<file path="src/rtl/assert_macros.svh">
// Assertion helpers, compiled out when SYNTH is defined.
`ifndef ASSERT_MACROS_SVH
`define ASSERT_MACROS_SVH

`ifndef SYNTH

`define ASSERT_ALWAYS(lbl, clk, rst_n, prop, msg) \
    lbl: assert property (@(posedge clk) disable iff (!rst_n) (prop)) else $error(msg);

`define ASSERT_IMPLIES(lbl, clk, rst_n, ante, cons, msg) \
    lbl: assert property (@(posedge clk) disable iff (!rst_n) (ante) |-> (cons)) else $error(msg);

`define ASSERT_NEXT(lbl, clk, rst_n, ante, cons, msg) \
    lbl: assert property (@(posedge clk) disable iff (!rst_n) (ante) |=> (cons)) else $error(msg);

`else

`define ASSERT_ALWAYS(lbl, clk, rst_n, prop, msg)
`define ASSERT_IMPLIES(lbl, clk, rst_n, ante, cons, msg)
`define ASSERT_NEXT(lbl, clk, rst_n, ante, cons, msg)

`endif

`endif

</file>
<file path="src/rtl/gem_pkg.sv">
package gem_pkg;

    localparam int STAMP_W = 63;

    typedef enum logic [1:0] {
        ACT_ADD    = 2'd0,
        ACT_REMOVE = 2'd1,
        ACT_UPDATE = 2'd2,
        ACT_FAULT  = 2'd3
    } t_action;

    typedef enum logic [1:0] {
        MODE_NONE = 2'd0,
        MODE_RISE = 2'd1,
        MODE_FALL = 2'd2,
        MODE_BOTH = 2'd3
    } t_mode;

    localparam logic KIND_EVENT = 1'b0;
    localparam logic KIND_FULL  = 1'b1;

    typedef enum logic [3:0] {
        ST_IDLE,
        ST_SCAN_RD,
        ST_SCAN_CHK,
        ST_ADD_WR,
        ST_ERR,
        ST_SHIFT_RD,
        ST_SHIFT_WR,
        ST_UPD,
        ST_EMIT0,
        ST_EMIT1
    } t_state;

    typedef struct packed {
        logic load;
        logic scan_next;
        logic hit;
        logic shift_init;
        logic shift_wr;
        logic shrink;
        logic add_wr;
        logic upd;
        logic out_err;
        logic out_ev0;
        logic out_ev1;
    } t_cmd;

    typedef struct packed {
        t_action act;
        logic    empty;
        logic    full;
        logic    match;
        logic    scan_last;
        logic    shift_done;
        logic    ev_any;
        logic    ev_two;
        logic    out_free;
    } t_sts;

endpackage

</file>
<file path="src/rtl/gem_ram.sv">
module gem_ram #(
    parameter int WIDTH = 15,
    parameter int DEPTH = 32,
    localparam int AW   = (DEPTH > 1) ? $clog2(DEPTH) : 1
) (
    input  logic             i_clk,
    input  logic             i_we,
    input  logic [AW-1:0]    i_waddr,
    input  logic [WIDTH-1:0] i_wdata,
    input  logic [AW-1:0]    i_raddr,
    output logic [WIDTH-1:0] o_rdata
);

    logic [WIDTH-1:0] r_mem [DEPTH];
    logic [WIDTH-1:0] r_rdata;

    always_ff @(posedge i_clk) begin
        if (i_we) begin
            r_mem[i_waddr] <= i_wdata;
        end
        r_rdata <= r_mem[i_raddr];
    end

    assign o_rdata = r_rdata;

endmodule

</file>
<file path="src/rtl/gem_ctrl.sv">
module gem_ctrl (
    input  logic          i_clk,
    input  logic          i_rst_n,
    input  logic          i_s_axis_tvalid,
    output logic          o_s_axis_tready,
    input  gem_pkg::t_sts i_sts,
    output gem_pkg::t_cmd o_cmd
);

    import gem_pkg::*;

    t_state r_state;
    t_state n_state;
    t_state miss_state;

    // where to go once the scan has found no entry for the pin
    always_comb begin
        if (i_sts.act == ACT_ADD) begin
            miss_state = i_sts.full ? ST_ERR : ST_ADD_WR;
        end else begin
            miss_state = ST_IDLE;
        end
    end

    always_ff @(posedge i_clk) begin
        if (!i_rst_n) begin
            r_state <= ST_IDLE;
        end else begin
            r_state <= n_state;
        end
    end

    always_comb begin
        n_state         = r_state;
        o_cmd           = '0;
        o_s_axis_tready = 1'b0;
        unique case (r_state)
            ST_IDLE: begin
                o_s_axis_tready = 1'b1;
                if (i_s_axis_tvalid) begin
                    o_cmd.load = 1'b1;
                    n_state    = ST_SCAN_RD;
                end
            end
            ST_SCAN_RD: begin
                n_state = i_sts.empty ? miss_state : ST_SCAN_CHK;
            end
            ST_SCAN_CHK: begin
                if (i_sts.match) begin
                    o_cmd.hit = 1'b1;
                    unique case (i_sts.act)
                        ACT_ADD:    n_state = ST_ADD_WR;
                        ACT_UPDATE: n_state = ST_UPD;
                        default: begin
                            o_cmd.shift_init = 1'b1;
                            n_state          = ST_SHIFT_RD;
                        end
                    endcase
                end else begin
                    o_cmd.scan_next = 1'b1;
                    n_state         = i_sts.scan_last ? miss_state : ST_SCAN_RD;
                end
            end
            ST_ADD_WR: begin
                o_cmd.add_wr = 1'b1;
                n_state      = ST_IDLE;
            end
            ST_ERR: begin
                if (i_sts.out_free) begin
                    o_cmd.out_err = 1'b1;
                    n_state       = ST_IDLE;
                end
            end
            ST_SHIFT_RD: begin
                if (i_sts.shift_done) begin
                    o_cmd.shrink = 1'b1;
                    n_state      = ST_IDLE;
                end else begin
                    n_state = ST_SHIFT_WR;
                end
            end
            ST_SHIFT_WR: begin
                o_cmd.shift_wr = 1'b1;
                n_state        = ST_SHIFT_RD;
            end
            ST_UPD: begin
                o_cmd.upd = 1'b1;
                n_state   = i_sts.ev_any ? ST_EMIT0 : ST_IDLE;
            end
            ST_EMIT0: begin
                if (i_sts.out_free) begin
                    o_cmd.out_ev0 = 1'b1;
                    n_state       = i_sts.ev_two ? ST_EMIT1 : ST_IDLE;
                end
            end
            ST_EMIT1: begin
                if (i_sts.out_free) begin
                    o_cmd.out_ev1 = 1'b1;
                    n_state       = ST_IDLE;
                end
            end
            default: begin
                n_state = ST_IDLE;
            end
        endcase
    end

endmodule

</file>
<file path="src/rtl/gem_dp.sv">
module gem_dp #(
    parameter int TABLE_SLOTS = 32,
    parameter int PIN_BITS    = 10,
    localparam int AW         = (TABLE_SLOTS > 1) ? $clog2(TABLE_SLOTS) : 1,
    localparam int EW         = PIN_BITS + 5,
    localparam int IN_TDW     = ((PIN_BITS + 67 + 7) / 8) * 8,
    localparam int OUT_TDW    = ((PIN_BITS + 64 + 7) / 8) * 8
) (
    input  logic               i_clk,
    input  logic               i_rst_n,
    input  logic [IN_TDW-1:0]  i_s_axis_tdata,
    input  logic [1:0]         i_s_axis_tuser,
    input  gem_pkg::t_cmd      i_cmd,
    output gem_pkg::t_sts      o_sts,
    output logic               o_ram_we,
    output logic [AW-1:0]      o_ram_waddr,
    output logic [EW-1:0]      o_ram_wdata,
    output logic [AW-1:0]      o_ram_raddr,
    input  logic [EW-1:0]      i_ram_rdata,
    output logic               o_m_axis_tvalid,
    input  logic               i_m_axis_tready,
    output logic [OUT_TDW-1:0] o_m_axis_tdata,
    output logic               o_m_axis_tuser,
    output logic               o_m_axis_tlast
);

    import gem_pkg::*;

    localparam int CW = $clog2(TABLE_SLOTS + 1);

    // item latched at accept
    t_action               r_act;
    logic [PIN_BITS-1:0]   r_pin;
    logic [1:0]            r_mode;
    logic                  r_sup;
    logic                  r_lvl;
    logic [STAMP_W-1:0]    r_stamp;

    logic [CW-1:0]         r_idx;
    logic [CW-1:0]         r_count;
    logic [EW-1:0]         r_ent;

    // output beat
    logic                  r_m_valid;
    logic                  r_m_kind;
    logic [PIN_BITS-1:0]   r_m_pin;
    logic                  r_m_lvl;
    logic [STAMP_W-1:0]    r_m_stamp;
    logic                  r_m_last;

    t_action               in_act;
    logic [1:0]            in_mode;
    t_mode                 e_mode;
    logic                  e_sup;
    logic                  e_known;
    logic                  e_lvl;
    logic                  ev_new;
    logic                  ev_any;
    logic                  ev_two;
    logic                  ev0_lvl;
    logic                  upd_wb;
    logic                  out_free;
    logic                  out_load;

    assign in_act  = t_action'(i_s_axis_tuser);
    assign in_mode = i_s_axis_tdata[PIN_BITS+1:PIN_BITS];

    // entry layout: pin, mode, suppress, known, level (level in bit 0)
    assign e_mode  = t_mode'(r_ent[4:3]);
    assign e_sup   = r_ent[2];
    assign e_known = r_ent[1];
    assign e_lvl   = r_ent[0];
    assign ev_new  = !e_known || (e_lvl != r_lvl);

    always_comb begin
        ev_any  = 1'b0;
        ev_two  = 1'b0;
        ev0_lvl = 1'b0;
        upd_wb  = 1'b0;
        unique case (e_mode)
            MODE_RISE: begin
                ev_any  = r_lvl || !e_sup;
                ev0_lvl = 1'b1;
            end
            MODE_FALL: begin
                ev_any  = !r_lvl || !e_sup;
                ev0_lvl = 1'b0;
            end
            MODE_BOTH: begin
                upd_wb  = ev_new;
                ev_any  = ev_new || !e_sup;
                ev_two  = !ev_new && !e_sup;
                ev0_lvl = ev_new ? r_lvl : !r_lvl;
            end
            default: begin
                ev_any = 1'b0;
            end
        endcase
    end

    assign out_free = !r_m_valid || i_m_axis_tready;
    assign out_load = i_cmd.out_err || i_cmd.out_ev0 || i_cmd.out_ev1;

    always_ff @(posedge i_clk) begin
        if (!i_rst_n) begin
            r_idx     <= '0;
            r_count   <= '0;
            r_m_valid <= 1'b0;
        end else begin
            if (i_cmd.load) begin
                r_idx <= '0;
            end else if (i_cmd.scan_next || i_cmd.shift_init || i_cmd.shift_wr) begin
                r_idx <= r_idx + CW'(1);
            end
            if (i_cmd.add_wr && (r_idx == r_count)) begin
                r_count <= r_count + CW'(1);
            end else if (i_cmd.shrink) begin
                r_count <= r_count - CW'(1);
            end
            if (out_load) begin
                r_m_valid <= 1'b1;
            end else if (i_m_axis_tready) begin
                r_m_valid <= 1'b0;
            end
        end
    end

    always_ff @(posedge i_clk) begin
        if (i_cmd.load) begin
            // add with mode none is a remove
            r_act   <= (in_act == ACT_ADD && in_mode == MODE_NONE) ? ACT_REMOVE : in_act;
            r_pin   <= i_s_axis_tdata[PIN_BITS-1:0];
            r_mode  <= in_mode;
            r_sup   <= i_s_axis_tdata[PIN_BITS+2];
            r_lvl   <= i_s_axis_tdata[PIN_BITS+3];
            r_stamp <= i_s_axis_tdata[PIN_BITS+66:PIN_BITS+4];
        end
        if (i_cmd.hit) begin
            r_ent <= i_ram_rdata;
        end
        if (i_cmd.out_err) begin
            r_m_kind  <= KIND_FULL;
            r_m_pin   <= r_pin;
            r_m_lvl   <= 1'b0;
            r_m_stamp <= '0;
            r_m_last  <= 1'b1;
        end else if (i_cmd.out_ev0) begin
            r_m_kind  <= KIND_EVENT;
            r_m_pin   <= r_pin;
            r_m_lvl   <= ev0_lvl;
            r_m_stamp <= r_stamp;
            r_m_last  <= !ev_two;
        end else if (i_cmd.out_ev1) begin
            r_m_kind  <= KIND_EVENT;
            r_m_pin   <= r_pin;
            r_m_lvl   <= r_lvl;
            r_m_stamp <= r_stamp;
            r_m_last  <= 1'b1;
        end
    end

    assign o_ram_raddr = r_idx[AW-1:0];
    assign o_ram_we    = i_cmd.add_wr || i_cmd.shift_wr || (i_cmd.upd && upd_wb);

    always_comb begin
        o_ram_waddr = r_idx[AW-1:0];
        o_ram_wdata = {r_pin, r_mode, r_sup, 1'b0, 1'b0};
        if (i_cmd.shift_wr) begin
            o_ram_waddr = AW'(r_idx - CW'(1));
            o_ram_wdata = i_ram_rdata;
        end else if (i_cmd.upd) begin
            o_ram_wdata = {r_ent[EW-1:1], r_lvl} | EW'(2);
        end
    end

    always_comb begin
        o_sts            = '0;
        o_sts.act        = r_act;
        o_sts.empty      = (r_count == '0);
        o_sts.full       = (r_count == CW'(TABLE_SLOTS));
        o_sts.match      = (i_ram_rdata[EW-1:5] == r_pin);
        o_sts.scan_last  = ((r_idx + CW'(1)) >= r_count);
        o_sts.shift_done = (r_idx >= r_count);
        o_sts.ev_any     = ev_any;
        o_sts.ev_two     = ev_two;
        o_sts.out_free   = out_free;
    end

    assign o_m_axis_tvalid = r_m_valid;
    assign o_m_axis_tdata  = OUT_TDW'({r_m_stamp, r_m_lvl, r_m_pin});
    assign o_m_axis_tuser  = r_m_kind;
    assign o_m_axis_tlast  = r_m_last;

endmodule

</file>
<file path="src/rtl/gpio_edge_event_monitor.sv">
// Pin watch table with edge event reporting. Each input beat adds or replaces a
// listener, removes one, reports a pin fault (also a removal) or carries a
// sampled level; level beats on watched pins give zero, one or two timestamped
// event beats, and an add of a new pin to a full table gives one error beat.
// Entries live in a single-port-read RAM, packed from slot 0, with a fill count
// as the valid mark. An item is accepted, then the table is scanned slot by
// slot, a read state then a check state per slot as the RAM read is registered;
// an add then writes its entry, a removal shifts each later entry down one slot
// (a read, then a write) and shrinks the count, and an update may write back
// the entry, then loads each event beat once the output register is free, so
// output stalls hold it; a new item is taken as soon as its predecessor's result
// beats sit in the output register.
module gpio_edge_event_monitor #(
    parameter int TABLE_SLOTS = 32,
    parameter int PIN_BITS    = 10,
    localparam int IN_TDW     = ((PIN_BITS + 67 + 7) / 8) * 8,
    localparam int OUT_TDW    = ((PIN_BITS + 64 + 7) / 8) * 8
) (
    input  logic               i_clk,
    input  logic               i_rst_n,
    input  logic               i_s_axis_tvalid,
    output logic               o_s_axis_tready,
    // pin, edge_mode, suppress, level, stamp (zero padded)
    input  logic [IN_TDW-1:0]  i_s_axis_tdata,
    // action
    input  logic [1:0]         i_s_axis_tuser,
    output logic               o_m_axis_tvalid,
    input  logic               i_m_axis_tready,
    // event_pin, event_level, event_stamp (zero padded)
    output logic [OUT_TDW-1:0] o_m_axis_tdata,
    // result_kind
    output logic               o_m_axis_tuser,
    output logic               o_m_axis_tlast
);

    import gem_pkg::*;

    localparam int AW = (TABLE_SLOTS > 1) ? $clog2(TABLE_SLOTS) : 1;
    localparam int EW = PIN_BITS + 5;

    t_cmd          cmd;
    t_sts          sts;
    logic          ram_we;
    logic [AW-1:0] ram_waddr;
    logic [EW-1:0] ram_wdata;
    logic [AW-1:0] ram_raddr;
    logic [EW-1:0] ram_rdata;

    gem_ctrl u_ctrl (
        .i_clk           (i_clk),
        .i_rst_n         (i_rst_n),
        .i_s_axis_tvalid (i_s_axis_tvalid),
        .o_s_axis_tready (o_s_axis_tready),
        .i_sts           (sts),
        .o_cmd           (cmd)
    );

    gem_dp #(
        .TABLE_SLOTS (TABLE_SLOTS),
        .PIN_BITS    (PIN_BITS)
    ) u_dp (
        .i_clk           (i_clk),
        .i_rst_n         (i_rst_n),
        .i_s_axis_tdata  (i_s_axis_tdata),
        .i_s_axis_tuser  (i_s_axis_tuser),
        .i_cmd           (cmd),
        .o_sts           (sts),
        .o_ram_we        (ram_we),
        .o_ram_waddr     (ram_waddr),
        .o_ram_wdata     (ram_wdata),
        .o_ram_raddr     (ram_raddr),
        .i_ram_rdata     (ram_rdata),
        .o_m_axis_tvalid (o_m_axis_tvalid),
        .i_m_axis_tready (i_m_axis_tready),
        .o_m_axis_tdata  (o_m_axis_tdata),
        .o_m_axis_tuser  (o_m_axis_tuser),
        .o_m_axis_tlast  (o_m_axis_tlast)
    );

    gem_ram #(
        .WIDTH (EW),
        .DEPTH (TABLE_SLOTS)
    ) u_ram (
        .i_clk   (i_clk),
        .i_we    (ram_we),
        .i_waddr (ram_waddr),
        .i_wdata (ram_wdata),
        .i_raddr (ram_raddr),
        .o_rdata (ram_rdata)
    );

`include "assert_macros.svh"

    `ASSERT_ALWAYS(a_one_beat_load, i_clk, i_rst_n, $onehot0({cmd.out_err, cmd.out_ev0, cmd.out_ev1}), "more than one result beat loaded")
    `ASSERT_IMPLIES(a_load_when_free, i_clk, i_rst_n, cmd.out_err || cmd.out_ev0 || cmd.out_ev1, sts.out_free, "result beat overwrites a pending beat")
    `ASSERT_NEXT(a_pair_follows, i_clk, i_rst_n, o_m_axis_tvalid && i_m_axis_tready && !o_m_axis_tlast, o_m_axis_tvalid, "second event beat does not follow the first")
    `ASSERT_IMPLIES(a_err_is_last, i_clk, i_rst_n, o_m_axis_tvalid && (o_m_axis_tuser == KIND_FULL), o_m_axis_tlast, "table-full beat not marked last")

endmodule
</file>
<file path="config.mk">
export PLATFORM = sky130hd
export DESIGN_NAME = gpio_edge_event_monitor
export DESIGN_NICKNAME = d
export VERILOG_FILES = /design/src/rtl/gem_pkg.sv /design/src/rtl/gem_ram.sv /design/src/rtl/gem_ctrl.sv /design/src/rtl/gem_dp.sv /design/src/rtl/gpio_edge_event_monitor.sv
export VERILOG_INCLUDE_DIRS = /design/src /design/src/rtl
export SDC_FILE = /design/constraint.sdc
export NUM_CORES = 1
export LEC_CHECK = 0
export CORE_MARGIN = 2
export CORE_UTILIZATION = 40
export DETAILED_ROUTE_END_ITERATION = 16
export DONT_BUFFER_PORTS = 1
export PLACE_DENSITY = 0.57
export SYNTH_ARGS = -nofsm -noshare
export SYNTH_HDL_FRONTEND = slang
export SYNTH_SLANG_ARGS = --single-unit
</file>
<file path="constraint.sdc">
create_clock -name i_clk -period 4.9 [get_ports i_clk]
set_input_delay 0.49 -clock i_clk [delete_from_list [all_inputs] [get_ports i_clk]]
set_output_delay 0.49 -clock i_clk [all_outputs]
set_load 0.05 [all_outputs]
</file>
==> impl_metrics.csv <==
group,metric,value,unit
run_status,status,"finished clean",
global_route,grt_max_degree,118,
drt,routed_wl,58.8,mm
clock_network,clockBufferDepth,3,
power_and_ir_drop,powerDensity,456,nW/um^2
clock_network,root_buffer,"clkbuf_16",
worst_setup_path,path_class,"reg -> reg",
drt,vias,13100,
job,max_cap_violations,0,
timing,fmax,284,MHz
cells_and_area,layout_commonest_cell,"edfxtp_1",
timing,finalCritPeriodShare,71.8,%
drt,wire_per_inst,24.4,um
worst_setup_path,critPathRequiredTime,5.43,ns
die,die_x,259,um
timing,slew_violations,0,
worst_setup_path,startpoint,"u_dp.r_idx[0]",
timing,worstMarginPinSlew,1.21,ns
timing,final.min_clock_period,3.52,ns
place,place_inst,2198,
synth,ys_ff_latch,682,
clock_network,cts_setup_buffers,0,
clock_network,clk_latency,0.62,ns
worst_setup_path,crit_buf_inv,2,
place,place.gp.congestion,0.780,
die,core_area,64500,um^2
synth,syn_area,26100,um^2
timing,maxSlewHeadroom,19.4,%
place,dpl_cell_area,27400,um^2
cells_and_area,final_nets,1600,
timing,hold_ws,0.0388,ns
worst_setup_path,crit_chain,"inv_1 -> ha_1 -> nand4_1 -> nor4_1 -> inv_1 -> ha_1 -> and3_1 -> a221o_1 -> o21a_1 -> a31oi_1 -> mux2i_1",
synth,synth_edf_count,584,
synth,yosysSeqAreaShare,74.7,%
synth,syn_inst,1357,
synth,synth.area.top_cells,"edfxtp_1, mux4_2, dfxtp_1",
drt,ant_nets,0,
worst_setup_path,max_stage_delay,0.54,ns
cells_and_area,final_cell_mix,"edfxtp_1, mux4_2, dfxtp_1",
die,num_rows,93,
timing,setup_viol,0,
timing,finalSetupTns,0,ns
timing,hold_viol_final,0,
cells_and_area,diodes,0,
worst_setup_path,path_max_fanout,14,
worst_setup_path,start_kind,"flip-flop",
clock_network,clkTransAtPathRegs,0.06,ns
cells_and_area,layoutNonFillerInstCount,2407,
clock_network,cts_made_buffers,71,
worst_setup_path,worst_r2r_startpoint,"u_dp.r_idx[0]",
synth,ys_warn_count,0,
place,hpwl,33.1,mm
synth,yosysTopAreaCell,"edfxtp_1",
clock_network,ctsHoldBuffers,79,
worst_setup_path,cp.arrival,4.05,ns
place,io_buffers,0,
cells_and_area,area_growth_syn_to_layout,16.8,%
clock_network,cts.sinks,682,
global_route,grt_usage,17.3,%
worst_setup_path,cpMaxStageDelayCell,"nor4_1",
die,die_h,259,um
synth,synth_ff_type,"edfxtp_1",
min_path,hold_start,"i_rst_n",
cells_and_area,final_area,30500,um^2
clock_network,cts_tree,"yes",
global_route,antenna_found_initial,0,
global_route,grt_overflow_total,0,
synth,syn_avg_cell_area,19.2,um^2
power_and_ir_drop,leakagePower,9.70,nW
min_path,hold_path.class,"in -> reg",
worst_setup_path,cp_top_family,"simple AND/OR/NAND/NOR gates",
timing,fin_skew,0.0285,ns
global_route,grt_pass1_vias,13400,
die,start_util,40.5,%
global_route,grt_pass1_wl,86.3,mm
worst_setup_path,end_kind,"flip-flop",
synth,yosys.cell_types.count,63,
clock_network,htreeDepth,3,
synth,synthArstFlopShare,0,%
clock_network,cts.repair.resized,0,
drt,remaining_drc_errors,0,
timing,rsz0062_at_grt,"false",
drt,drt_iter0_markers,1288,
drt,vias_per_cell,5.46,
power_and_ir_drop,peakVddDrop,0.230,mV
drt,first_pass_iters,5,
cells_and_area,drive_above_1_share,20.7,%
die,dieArea,67300,um^2
synth,yosysTopAreaCellShare,67.2,%
die,io_pins,170,
## flip-flops by register name, summed over array words and instances, names as in the netlist
name and cells:
u_dp.r_mode 2, u_dp.o_m_axis_tlast 1, u_dp.o_m_axis_tvalid 1, u_dp.r_count 6, u_dp.r_idx 6, u_dp.r_lvl 1
u_dp.r_m_stamp 63, u_dp.r_m_pin 10, u_ctrl.r_state 4, u_dp.o_m_axis_tuser 1, u_dp.r_sup 1, u_ram.o_rdata 15
u_dp.r_act 2, u_dp.r_m_lvl 1, u_dp.r_stamp 63, u_dp.r_pin 10, u_dp.r_ent 15, u_ram.r_mem 480
## worst reg2reg max path, stage by stage, from the launching register on
cell,delay [ns]
dfxtp_4,0.51
inv_1,0.19
ha_1,0.37
nand4_1,0.12
nor4_1,0.54
inv_1,0.25
ha_1,0.39
and3_1,0.20
a221o_1,0.34
o21a_1,0.17
a31oi_1,0.18
mux2i_1,0.20
## cells in the mapped netlist, drive strengths merged, types with 5 or more instances
master,n
mux2i,80
a221oi,15
nand4,5
and3,6
inv,13
xnor2,8
dfxtp,98
nor2,41
a21o,9
a21boi,5
nor2b,9
nor4,10
mux4,120
a21oi,7
edfxtp,584
o21ai,27
a22o,79
nor3,17
clkbuf,32
nand2b,8
o31ai,5
buf,48
ha,18
nand2,44
xor2,14
nand3,11
## logic make-up after synthesis
family,count (synthesis),share of synthesized area [%]
flops,682,74.7
mux,200,13.4
simple gates,171,3.32
compound gates,169,5.07
buf+inv,93,1.80
xor+xnor,22,0.738
fa+ha+maj,19,0.939
other cells,1,0.0144
## through the flow
stage / total power [W] / utilization, % / setup slack (ns)
after detailed placement: 0.00862 / 42.5 / 1.47
after global placement: 0.00859 / 42.5 / 1.47
after CTS: 0.0140 / 47.3 / 1.40
after global routing: 0.0144 / 47.3 / 1.14
final: 0.0139 / 47.3 / 1.38
after floorplan: 0.00838 / - / 0.0727
## per-layer routing
| metal | track usage [%] | routed length [um] | part of all wire [%] | vias to the layer above |
|---|---|---|---|---|
| li1 | - | - | - | 5795 |
| met1 | 23.5 | 25500 | 43 | 6875 |
| met2 | 28.4 | 28600 | 49 | 401 |
| met3 | 3.48 | 3670 | 6.2 | 68 |
| met4 | 4.93 | 1020 | 1.7 | 0 |
| met5 | 0 | 0 | 0 | - |
## power by group
part | total (W) | internal (W) | leakage, nW | switching [W]
sequential | 0.00788 | 0.00671 | 5.98 | 0.00117
clock | 0.00533 | 0.00310 | 1.14 | 0.00223
combinational | 0.000682 | 0.000315 | 2.58 | 0.000367
## worst paths after layout
path	to	slack (ns)	cells after the start
setup / recovery	u_dp.r_count[5]	1.38	11
hold / removal	u_dp.r_count[3]	0.04	2
hold reg to reg	u_dp.r_ent[2]	0.43	0
setup reg to reg	u_dp.r_count[5]	1.38	11
## layout make-up
| class | instances | area, um^2 |
|---|---|---|
| clock buffer | 95 | 1990 |
| clock inverter | 35 | 333 |
| fill | 5347 | 34000 |
| inverter | 13 | 48.8 |
| multi-input combinational | 587 | 6280 |
| sequential | 682 | 19500 |
| tap | 855 | 1070 |
| timing repair buffer | 140 | 1260 |
Power figures use the tool's default switching activity.
